## src/rtl/itoa_pkg.sv

```systemverilog
`timescale 1ns / 1ps

package itoa_pkg;

	// Field widths fixed by the interface.
	localparam int WORD_W  = 32;
	localparam int RADIX_W = 5;
	localparam int DIGIT_W = 4;
	localparam int CHAR_W  = 8;

	// Default depth of the digit store.
	localparam int MAX_DIGITS_DEF = 32;

	// Character and radix constants.
	localparam logic [CHAR_W-1:0]  ASCII_ZERO  = 8'd48;
	localparam logic [CHAR_W-1:0]  ASCII_NINE  = 8'd57;
	localparam logic [CHAR_W-1:0]  ALPHA_GAP   = 8'd7;
	localparam logic [CHAR_W-1:0]  ASCII_MINUS = 8'd45;
	localparam logic [RADIX_W-1:0] RADIX_MIN   = 5'd2;
	localparam logic [RADIX_W-1:0] RADIX_MAX   = 5'd16;
	localparam logic [RADIX_W-1:0] DEC_RADIX   = 5'd10;

	// Status of the serial divider as seen by the sequencer.
	typedef struct packed {
		logic               done;
		logic [DIGIT_W-1:0] digit;
		logic [WORD_W-1:0]  quot;
	} div_res_t;

	// Digit value to its ASCII character, letters in upper case.
	function automatic logic [CHAR_W-1:0] digit_char(input logic [DIGIT_W-1:0] d);
		logic [CHAR_W-1:0] c;
		c = {{(CHAR_W-DIGIT_W){1'b0}}, d} + ASCII_ZERO;
		if (c > ASCII_NINE) begin
			c = c + ALPHA_GAP;
		end
		return c;
	endfunction

endpackage

```

## src/rtl/itoa_div.sv

```systemverilog
`timescale 1ns / 1ps

module itoa_div
	import itoa_pkg::*;
(
	input  logic               clk,
	input  logic               arst_n,
	input  logic               start,
	input  logic [WORD_W-1:0]  dividend,
	input  logic [RADIX_W-1:0] divisor,
	output div_res_t           res
);

	localparam int STEP_W = $clog2(WORD_W);

	logic [WORD_W-1:0]  quot_q;
	logic [DIGIT_W-1:0] rem_q;
	logic [STEP_W-1:0]  step_q;
	logic               busy_q;
	logic               done_q;

	logic [RADIX_W-1:0] trial;
	logic               fits;
	logic [RADIX_W-1:0] diff;

	// One restoring step: bring down the next dividend bit and try the divisor.
	assign trial = {rem_q, quot_q[WORD_W-1]};
	assign fits  = (trial >= divisor);
	assign diff  = trial - divisor;

	// Control of the bit loop.
	always_ff @(posedge clk or negedge arst_n) begin
		if (!arst_n) begin
			busy_q <= 1'b0;
			done_q <= 1'b0;
			step_q <= '0;
		end else begin
			done_q <= 1'b0;
			if (start) begin
				busy_q <= 1'b1;
				step_q <= '0;
			end else if (busy_q) begin
				step_q <= step_q + 1'b1;
				if (step_q == STEP_W'(WORD_W - 1)) begin
					busy_q <= 1'b0;
					done_q <= 1'b1;
				end
			end
		end
	end

	// Quotient and remainder shift registers.
	always_ff @(posedge clk) begin
		if (start) begin
			quot_q <= dividend;
			rem_q  <= '0;
		end else if (busy_q) begin
			quot_q <= {quot_q[WORD_W-2:0], fits};
			rem_q  <= fits ? diff[DIGIT_W-1:0] : trial[DIGIT_W-1:0];
		end
	end

	assign res.done  = done_q;
	assign res.digit = rem_q;
	assign res.quot  = quot_q;

endmodule

```

## src/rtl/integer_to_ascii_radix_top.sv

```systemverilog
`timescale 1ns / 1ps

// Integer to ASCII converter in a base from 2 to 16.
// The input channel takes a word of a 32-bit number and a radix; a radix below
// two is used as two and one above sixteen as sixteen. The output channel
// gives one word per character, most significant digit first, with last_char
// set on the final one. In base ten a negative number is led by a minus sign.
// Each digit comes from a restoring divider that finds one quotient bit per
// cycle; the digits go to a small store and are then sent out one character
// at a time, each read from the store in a fetch state and loaded into the
// output register in a put state.
// in_ready is high only between numbers. The output register decouples the
// receiver: while it stalls, the character held stays put and conversion of
// the following characters waits for the register to free; the next number
// may already be taken while the final character is still waiting.
// Reset clears the sequencer, the divider control and the output valid flag;
// the block is ready for a number in the first cycle after reset.
module integer_to_ascii_radix_top
	import itoa_pkg::*;
#(
	parameter int MAX_DIGITS = MAX_DIGITS_DEF
) (
	input  logic               clk,
	input  logic               arst_n,
	input  logic               in_valid,
	output logic               in_ready,
	input  logic [WORD_W-1:0]  number,
	input  logic [RADIX_W-1:0] radix,
	output logic               out_valid,
	input  logic               out_ready,
	output logic [CHAR_W-1:0]  char_out,
	output logic               last_char
);

	localparam int CNT_W = $clog2(MAX_DIGITS + 1);
	localparam int IDX_W = $clog2(MAX_DIGITS);

	localparam logic [2:0] ST_IDLE  = 3'd0;
	localparam logic [2:0] ST_DIV   = 3'd1;
	localparam logic [2:0] ST_SIGN  = 3'd2;
	localparam logic [2:0] ST_FETCH = 3'd3;
	localparam logic [2:0] ST_PUT   = 3'd4;

	logic [2:0]         state_q;
	logic [CNT_W-1:0]   count_q;
	logic               neg_q;
	logic               start_q;
	logic [WORD_W-1:0]  val_q;
	logic [RADIX_W-1:0] radix_q;
	logic               ovalid_q;
	logic [CHAR_W-1:0]  char_q;
	logic               last_q;
	logic [DIGIT_W-1:0] rd_q;
	logic [DIGIT_W-1:0] store_q [MAX_DIGITS];

	div_res_t           div_res;
	logic [RADIX_W-1:0] radix_cl;
	logic               neg_in;
	logic [WORD_W-1:0]  mag_in;
	logic [CNT_W-1:0]   count_inc;
	logic [CNT_W-1:0]   count_dec;
	logic               slot_free;
	logic               take_in;

	// Clamp the radix and take the sign apart for base ten.
	always_comb begin
		radix_cl = radix;
		if (radix < RADIX_MIN) begin
			radix_cl = RADIX_MIN;
		end else if (radix > RADIX_MAX) begin
			radix_cl = RADIX_MAX;
		end
	end

	assign neg_in    = (radix_cl == DEC_RADIX) && number[WORD_W-1];
	assign mag_in    = neg_in ? (WORD_W'(0) - number) : number;
	assign count_inc = count_q + 1'b1;
	assign count_dec = count_q - 1'b1;
	assign slot_free = !ovalid_q || out_ready;
	assign in_ready  = (state_q == ST_IDLE);
	assign take_in   = in_valid && in_ready;

	itoa_div u_div (
		.clk      (clk),
		.arst_n   (arst_n),
		.start    (start_q),
		.dividend (val_q),
		.divisor  (radix_q),
		.res      (div_res)
	);

	// Sequencer: divide down, then send the sign and the stored digits.
	always_ff @(posedge clk or negedge arst_n) begin
		if (!arst_n) begin
			state_q  <= ST_IDLE;
			count_q  <= '0;
			neg_q    <= 1'b0;
			start_q  <= 1'b0;
			ovalid_q <= 1'b0;
		end else begin
			start_q <= 1'b0;
			if (ovalid_q && out_ready) begin
				ovalid_q <= 1'b0;
			end
			case (state_q)
				ST_IDLE: begin
					if (take_in) begin
						neg_q   <= neg_in;
						count_q <= '0;
						start_q <= 1'b1;
						state_q <= ST_DIV;
					end
				end
				ST_DIV: begin
					if (div_res.done) begin
						count_q <= count_inc;
						if ((div_res.quot != '0) && (count_inc < CNT_W'(MAX_DIGITS))) begin
							start_q <= 1'b1;
						end else begin
							state_q <= ST_SIGN;
						end
					end
				end
				ST_SIGN: begin
					if (!neg_q) begin
						state_q <= ST_FETCH;
					end else if (slot_free) begin
						ovalid_q <= 1'b1;
						state_q  <= ST_FETCH;
					end
				end
				ST_FETCH: begin
					state_q <= ST_PUT;
				end
				ST_PUT: begin
					if (slot_free) begin
						ovalid_q <= 1'b1;
						count_q  <= count_dec;
						state_q  <= (count_q == CNT_W'(1)) ? ST_IDLE : ST_FETCH;
					end
				end
				default: begin
					state_q <= ST_IDLE;
				end
			endcase
		end
	end

	// Payload registers: working value, radix and the output character.
	always_ff @(posedge clk) begin
		if (take_in) begin
			val_q   <= mag_in;
			radix_q <= radix_cl;
		end else if ((state_q == ST_DIV) && div_res.done) begin
			val_q <= div_res.quot;
		end
		if ((state_q == ST_SIGN) && neg_q && slot_free) begin
			char_q <= ASCII_MINUS;
			last_q <= 1'b0;
		end else if ((state_q == ST_PUT) && slot_free) begin
			char_q <= digit_char(rd_q);
			last_q <= (count_q == CNT_W'(1));
		end
	end

	// Digit store, least significant digit at entry zero.
	always_ff @(posedge clk) begin
		if ((state_q == ST_DIV) && div_res.done) begin
			store_q[count_q[IDX_W-1:0]] <= div_res.digit;
		end
		if (state_q == ST_FETCH) begin
			rd_q <= store_q[count_dec[IDX_W-1:0]];
		end
	end

	assign out_valid = ovalid_q;
	assign char_out  = char_q;
	assign last_char = last_q;

	// The digit count never passes the depth of the store.
	a_count_range: assert property (@(posedge clk) disable iff (!arst_n)
		count_q <= CNT_W'(MAX_DIGITS))
		else $error("digit count beyond store depth");

	// A character is only fetched while digits remain.
	a_put_nonempty: assert property (@(posedge clk) disable iff (!arst_n)
		(state_q == ST_FETCH || state_q == ST_PUT) |-> (count_q != '0))
		else $error("character fetch with empty store");

	// The divider only reports while the sequencer waits for it.
	a_div_state: assert property (@(posedge clk) disable iff (!arst_n)
		div_res.done |-> (state_q == ST_DIV))
		else $error("divider done outside the divide state");

	// Loading the final character returns the sequencer to idle.
	a_last_idle: assert property (@(posedge clk) disable iff (!arst_n)
		(state_q == ST_PUT && slot_free && count_q == CNT_W'(1)) |=> (state_q == ST_IDLE))
		else $error("sequencer not idle after final character");

	// A minus sign is only given in base ten and is never the final character.
	a_minus_dec: assert property (@(posedge clk) disable iff (!arst_n)
		(ovalid_q && char_q == ASCII_MINUS) |-> (radix_q == DEC_RADIX && !last_q))
		else $error("minus sign outside base ten");

endmodule

```

## config.mk

```make
export PLATFORM = sky130hd
export DESIGN_NAME = integer_to_ascii_radix_top
export DESIGN_NICKNAME = d
export VERILOG_FILES = /design/src/rtl/itoa_pkg.sv /design/src/rtl/itoa_div.sv /design/src/rtl/integer_to_ascii_radix_top.sv
export SDC_FILE = /design/constraint.sdc
export NUM_CORES = 1
export LEC_CHECK = 0
export BUFFER_PORTS_ARGS = -buffer_cell sky130_fd_sc_hd__buf_2
export CORE_ASPECT_RATIO = 0.75
export CORE_MARGIN = 2
export CORE_UTILIZATION = 44
export CTS_BUF_LIST = sky130_fd_sc_hd__clkbuf_16
export CTS_CLUSTER_SIZE = 24
export DETAILED_ROUTE_END_ITERATION = 8
export SYNTH_ARGS = -nofsm -noshare
export SYNTH_HDL_FRONTEND = slang
export SYNTH_SLANG_ARGS = --single-unit
```

## constraint.sdc

```tcl
create_clock -name clk -period 6.2 [get_ports clk]
set_clock_uncertainty 0.2 [all_clocks]
set_input_delay 1.24 -clock clk [delete_from_list [all_inputs] [get_ports clk]]
set_output_delay 1.24 -clock clk [all_outputs]
set_load 0.02 [all_outputs]
```

==> results.md, run 1 <==
- Run status: finished clean
- Proportion of layout cells with a drive suffix above 1: 23.5%
- Post-synthesis sequential area ratio: 61.8%
- Initial antenna violation count: 0
- Synth top area share: 55.2%
- Clock transition time at the flip-flop clock pins of the worst setup and hold paths: 0.07 ns
- Most common cell in the netlist: sky130_fd_sc_hd__edfxtp_1
- Number of instances resized during post-cts repair: 0
- Remaining number of nets flagged by the antenna check after routing: 0
- Post-synthesis xor/xnor area fraction: 2.82%
- Effective utilization at floorplan: 45.1%
- Boundary Pins: 52
- Port-buffer cells: 50
- Setup repair after global routing missed its margin: no
- Met1 wire length: 11.9 mm
- Highest routing layer actually used: met4
- Gr usage total: 19.1%
- Final routed DRC violation total: 0
- HPWL reported at the end of detailed placement: 16.3 mm
- Post-synth ARST share: 8.19%
- First DRT Iteration DRCs: 603
- Slew HR: 29.7%
- Worst Setup Path Type: flip-flop to flip-flop
- Area used by multi-input combinational logic: 3920 um^2
- Critical Path Fanout Max: 39
- Cell type with the largest total area after synthesis: sky130_fd_sc_hd__edfxtp_1
- Cell leakage power: 4.25 nW
- IR Drop Worst-Case VDD: 0.271 mV
- Sum Neg Setup Slack: 0 ns
- Global-route wire length before repair: 38.7 mm
- Final net count: 890
- Worst path required time: 6.24 ns
- Number of global-route vias before repair: 6777
- Final total power: 5.60 mW
- Total Die Area: 26100 um^2
- Overall via count from detail_route: 6727
- Total inserted antenna cells: 0
- Endpoints failing hold: 0
- Number of placement rows: 49
- Remaining global-route overflow: 0
- Filler instances: 2013
- Synth cell count leaders: sky130_fd_sc_hd__edfxtp_1, sky130_fd_sc_hd__nand2_1, sky130_fd_sc_hd__nor2_1, sky130_fd_sc_hd__mux2_2, sky130_fd_sc_hd__mux4_2
- Yosys Warn Count: 0
- Post-synth EDFFs: 201
- Setup-failing EPs final: 0
- Sum of met3 wire segment lengths after detailed routing: 1.37 mm
- Buffers inserted by post-CTS timing repair: 0
- Hold WC Path Type: flip-flop to flip-flop
- DR WL/cell: 20.5 um
- Ranking of synthesized cells by area: sky130_fd_sc_hd__edfxtp_1, sky130_fd_sc_hd__mux4_2, sky130_fd_sc_hd__dfrtp_1
- Maximum number of pins on one net before global-route repair: 45
- Startpoint type of the worst setup path: flip-flop
- CTS hold repair buffers: 0
- Clock buffer count from CTS: 24
- 1st-pass router iterations: 5
- Nature of the critical path endpoint: flip-flop
- Count of pins over their slew limit: 0
- Vias per std cell: 5.70
- Most used DFF post-synth: sky130_fd_sc_hd__edfxtp_1
- CTS tree: done
- Max Root-Sink Buffers: 3
- Transition time at the pin with the least slew margin: 1.05 ns
- Root Buffer: sky130_fd_sc_hd__clkbuf_16
- Average footprint of a synthesized cell: 13.9 um^2
- # Max-Cap Violations: 0
- Final GP Congestion: 0.848
- Final critical delay including setup and external delays: 3.82 ns
- Post-route fraction of the period consumed by the critical path: 61.5%
- Wire length after detailed routing: 24.2 mm
- Cell Pwr Density: 454 nW/um^2
- FF/Latch Area: 6750 um^2
- H-tree lvl count: 1
- Adder and majority cell fraction of the synthesized area: 2.01%
- Number of library cell types mapped by synthesis: 71
- Signal arrival time at the worst endpoint: 3.85 ns
- Post-synthesis instance area: 10900 um^2
- Area of the core: 24200 um^2
- Number of flip-flops and latches in the synthesized netlist: 232
- Clock Latency Late Sink: 0.51 ns
- Mapped Nets: 842
- Cell count after synthesis: 784
- Relative area change from synthesis to final layout: 12.8%
- Die W: 186 um
- Metal2 WL: 10.6 mm
- Multiplexer fraction of the synthesized cell area: 12.2%
- Core Util, Final: 50.9%
- Number of clock sinks: 232
- Die height: 141 um
- Combinational family with the most area after synthesis: multiplexers
- Complex-gate fraction of the synthesized area: 7.78%
- Fmax: 262 MHz
- Simple-gate area share of the yosys netlist: 11.0%
[stage by stage]
| stage | worst slack [ns] | hold slack [ns] | instance area (um^2) | instances |
|---|---|---|---|---|
| finish | 2.38 | 0.255 | 12300 | 1181 |
| detailed placement | 2.36 | 0.255 | 11500 | 1137 |
| global route | 2.14 | 0.281 | 12300 | 1181 |
| floorplan | 3.06 | 0.279 | 10900 | 784 |
| global placement | 2.44 | 0.239 | 11500 | 1137 |
| CTS | 2.34 | 0.263 | 12300 | 1181 |
[power breakdown]
group | internal, mW | leakage (nW) | switching [mW]
combinational | 0.742 | 1.64 | 0.949
sequential | 2.15 | 2.20 | 0.207
clock | 0.944 | 0.418 | 0.604
[cell families (layout without fill, tap and decap cells)]
| family | Yosys count | count (layout) |
|---|---|---|
| other cells | 1 | 1 |
| simple gates | 231 | 231 |
| xor+xnor | 33 | 33 |
| mux | 88 | 88 |
| fa+ha+maj | 17 | 17 |
| buf+inv | 56 | 122 |
| compound gates | 126 | 126 |
| flops | 232 | 232 |
[per-layer routing]
layer	GRT usage, %	up-vias
met2	27.9	186
li1	-	3103
met5	0	-
met1	30.2	3410
met3	3.38	28
met4	3.11	0
[registers in the layout, indices dropped and copies added, names as in the netlist]
register,cells
u_div.done_q,1
last_char,1
store_q,128
char_out,7
out_valid,1
state_q,3
start_q,1
rd_q,4
radix_q,5
count_q,6
u_div.rem_q,4
val_q,32
u_div.quot_q,32
u_div.busy_q,1
u_div.step_q,5
neg_q,1
[worst max-delay path, stage by stage (launching register included)]
cell	delay [ns]
sky130_fd_sc_hd__dfrtp_2	0.34
sky130_fd_sc_hd__buf_4	0.57
sky130_fd_sc_hd__inv_1	0.23
sky130_fd_sc_hd__ha_1	0.80
sky130_fd_sc_hd__buf_4	0.41
sky130_fd_sc_hd__mux4_2	0.36
sky130_fd_sc_hd__mux2_2	0.29
sky130_fd_sc_hd__o22ai_1	0.22
sky130_fd_sc_hd__a221oi_1	0.09
[cell usage in the layout (no fill, tap or decap), types with 9 or more instances in the layout]
cell type                   instances
sky130_fd_sc_hd__buf_4              9
sky130_fd_sc_hd__mux2i_1           15
sky130_fd_sc_hd__dfrtp_1           18
sky130_fd_sc_hd__o21ai_1           30
sky130_fd_sc_hd__o31ai_1            9
sky130_fd_sc_hd__ha_1              16
sky130_fd_sc_hd__nor2_1            64
sky130_fd_sc_hd__nand2_1           65
sky130_fd_sc_hd__nor4_1            13
sky130_fd_sc_hd__nor2b_1           13
sky130_fd_sc_hd__inv_1             18
sky130_fd_sc_hd__nand3_1           11
sky130_fd_sc_hd__buf_2             50
sky130_fd_sc_hd__o21ai_0           21
sky130_fd_sc_hd__mux2_2            40
sky130_fd_sc_hd__xor2_1            26
sky130_fd_sc_hd__nor3_1            14
sky130_fd_sc_hd__dfxtp_1           12
sky130_fd_sc_hd__edfxtp_1         201
sky130_fd_sc_hd__clkbuf_16         25
sky130_fd_sc_hd__mux4_2            32
sky130_fd_sc_hd__a21oi_1           15
[path summary, 6_finish.rpt]
path / endpoint / cells after the start / slack (ns) / start
max in group asynchronous: count_q[0] / 1 / 4.91 / arst_n
min: char_out[6] / 2 / 0.26 / char_out[6]
max: rd_q[3] / 8 / 2.38 / count_q[0]
max reg2reg: rd_q[3] / 8 / 2.38 / count_q[0]
min in group asynchronous: count_q[2] / 1 / 0.51 / arst_n
min reg2reg: char_out[6] / 2 / 0.26 / char_out[6]
[layout make-up]
type,instances,share of cell area (%)
Sequential cell,232,54.8
Multi-Input combinational cell,496,31.8
Clock buffer,25,5.07
Tap cell,331,3.36
Timing Repair Buffer,59,2.58
Clock inverter,19,1.89
Inverter,19,0.578
No activity file was read; power rests on OpenSTA's default activity.
==> run 2: changes to the inputs <==
Clock period 6.2 ns to 3.4 ns, I/O delays scaled along.
==> run 2 against run 1 <==
Effect of this change:
- total power grew 82%
- largest cell class unchanged
- via count shrank 0.91%
- sequential power is 83% higher
- global-route usage fell by 0.50 points
- worst setup slack got worse by 1.8 ns
- clock-buffer cell count unchanged
- register-to-register slack got worse by 1.8 ns
- non-clock buffer count increased by 9
- combinational power grew 85%
==> results.md, run 2 (same netlist as run 1, synthesis figures left out) <==
- Final critical delay including setup and external delays: 2.84 ns (-0.977 ns)
- # Max-Cap Violations: 0 (unchanged)
- Total Die Area: 26100 um^2 (unchanged)
- Run status: finished clean
- Buffers inserted by post-CTS timing repair: 0 (unchanged)
- Worst Setup Path Type: flip-flop to flip-flop
- Startpoint type of the worst setup path: flip-flop
- Nature of the critical path endpoint: flip-flop
- 1st-pass router iterations: 5 (unchanged)
- Remaining global-route overflow: 0 (unchanged)
- Area of the core: 24200 um^2 (unchanged)
- Instance area at placement: 11500 um^2 (+0.52%)
- Overall via count from detail_route: 6666 (-0.91%)
- Final routed DRC violation total: 0 (unchanged)
- Slew HR: 48.4% (+19 points)
- Number of instances resized during post-cts repair: 0 (unchanged)
- Global-route wire length before repair: 37.5 mm (-3.3%)
- Remaining number of nets flagged by the antenna check after routing: 0 (unchanged)
- Most common library cell in the layout ignoring fill and taps: sky130_fd_sc_hd__edfxtp_1
- Number of global-route vias before repair: 6601 (-2.6%)
- Endpoints failing hold: 0 (unchanged)
- Final GP Congestion: 0.890 (+4.9%)
- Clock transition time at the flip-flop clock pins of the worst setup and hold paths: 0.06 ns (about the same)
- DR WL/cell: 19.7 um (-3.5%)
- Effective utilization at floorplan: 45.1% (unchanged)
- IR Drop Worst-Case VDD: 0.522 mV (+93%)
- Setup-failing EPs final: 0 (unchanged)
- Die height: 141 um (unchanged)
- Cell leakage power: 4.30 nW (+1.2%)
- Worst-case setup slack after placement: 0.533 ns (-1.83 ns)
- Initial antenna violation count: 0 (unchanged)
- Final net count: 899 (+1.0%)
- Vias per std cell: 5.61 (-1.6%)
- Post-route fraction of the period consumed by the critical path: 83.5% (+22 points)
- Filler instances: 2037 (+1.2%)
- Worst path required time: 3.42 ns (-2.82 ns)
- Maximum number of pins on one net before global-route repair: 36 (-20%)
- Proportion of layout cells with a drive suffix above 1: 23.9% (+0.36 points)
- Gr usage total: 18.6% (-0.50 points)
- CTS tree: done
- Total inserted antenna cells: 0 (unchanged)
- CTS hold repair buffers: 1 (+1)
- Max FFs per register: 128 (unchanged)
- Clock Latency Late Sink: 0.52 ns (about the same)
- Commonest cells after routing, fill and taps aside: sky130_fd_sc_hd__edfxtp_1, sky130_fd_sc_hd__nand2_1, sky130_fd_sc_hd__nor2_1, sky130_fd_sc_hd__buf_2, sky130_fd_sc_hd__mux2_2
- Root Buffer: sky130_fd_sc_hd__clkbuf_16
- First DRT Iteration DRCs: 564 (-6.5%)
- Boundary Pins: 52 (unchanged)
- Relative area change from synthesis to final layout: 13.3%
- Transition time at the pin with the least slew margin: 0.775 ns (-0.280 ns)
- Fmax: 352 MHz (+34%)
- Wire length after detailed routing: 23.5 mm (-2.8%)
- Critical Path Fanout Max: 16 (-59%)
- Cell Pwr Density: 825 nW/um^2 (+82%)
- Port-buffer cells: 50 (unchanged)
- Die W: 186 um (unchanged)
- HPWL reported at the end of detailed placement: 16.3 mm (about the same)
- Setup ws final: 0.562 ns (-1.82 ns)
- Number of clock sinks: 232 (unchanged)
- H-tree lvl count: 1 (unchanged)
- Max Root-Sink Buffers: 3 (unchanged)
- Clock buffer count from CTS: 24 (unchanged)
- Core Util, Final: 51.2% (+0.25 points)
- Count of pins over their slew limit: 0 (unchanged)
- Final std cell area, no fill: 12400 um^2 (+0.49%)
- Hold WC Path Type: primary input to flip-flop
- Number of placement rows: 49 (unchanged)
- Sum Neg Setup Slack: 0 ns (unchanged)
- Setup repair after global routing missed its margin: no
- Signal arrival time at the worst endpoint: 2.85 ns (-1.00 ns)
- Hold_ws: 0.236 ns (-0.0193 ns)
## run 2: changes by cell type in the layout (fill, tap and decap cells not counted), sizes merged
| cell | previous run | this run |
|---|---|---|
| buf | 59 | 67 |
| clkinv | 11 | 8 |
| clkinvlp | 3 | 2 |
| dlygate4sd3 | 0 | 1 |
| inv | 19 | 22 |
## run 2: worst paths after layout
check	start	endpoint	slack (ns)	depth (start not counted)
worst max-delay path	count_q[1]	rd_q[1]	0.56	7
worst min-delay path	radix[4]	radix_q[4]	0.24	1
worst max register to register	count_q[1]	rd_q[1]	0.56	7
worst min register to register	char_out[1]	char_out[1]	0.26	2
max in group asynchronous	arst_n	count_q[0]	2.19	2
min in group asynchronous	arst_n	u_div.step_q[0]	0.46	2
## run 2: metrics by stage
| step | instances | total power, mW |
|---|---|---|
| after floorplan | 784 | 6.58 |
| after detailed placement | 1145 | 7.50 |
| after global placement | 1145 | 7.41 |
| after global routing | 1189 | 10.8 |
| after CTS | 1189 | 10.3 |
| final | 1189 | 10.2 |
## run 2: worst max-delay path, cell delays in order, from the launching register on
cell and delay [ns]:
sky130_fd_sc_hd__dfrtp_1 0.49, sky130_fd_sc_hd__inv_1 0.16, sky130_fd_sc_hd__ha_1 0.34, sky130_fd_sc_hd__buf_4 0.26
sky130_fd_sc_hd__mux4_2 0.36, sky130_fd_sc_hd__mux2_2 0.29, sky130_fd_sc_hd__o22ai_1 0.28, sky130_fd_sc_hd__a221oi_1 0.14
## run 2: final cells by class
| type | count | area (um^2) | area share, % |
|---|---|---|---|
| Inverter | 19 | 71.3 | 0.576 |
| Sequential cell | 232 | 6750 | 54.5 |
| Tap cell | 331 | 414 | 3.34 |
| Multi-Input combinational cell | 496 | 3920 | 31.6 |
| Clock inverter | 18 | 223 | 1.80 |
| Timing Repair Buffer | 68 | 388 | 3.13 |
| Clock buffer | 25 | 626 | 5.05 |
## run 2: report_power, final
group | internal, mW | total [mW] | switching [mW]
Clock | 1.71 | 2.79 | 1.08
Sequential | 3.93 | 4.31 | 0.379
Combinational | 1.38 | 3.12 | 1.74
## run 2: per-layer routing
| layer | vias up | track usage (%) | part of all wire (%) |
|---|---|---|---|
| li1 | 3124 | - | - |
| met1 | 3324 | 29.9 | 50 |
| met2 | 186 | 26.3 | 43 |
| met3 | 32 | 2.99 | 5.4 |
| met4 | 0 | 4.27 | 1.7 |
| met5 | - | 0 | 0 |
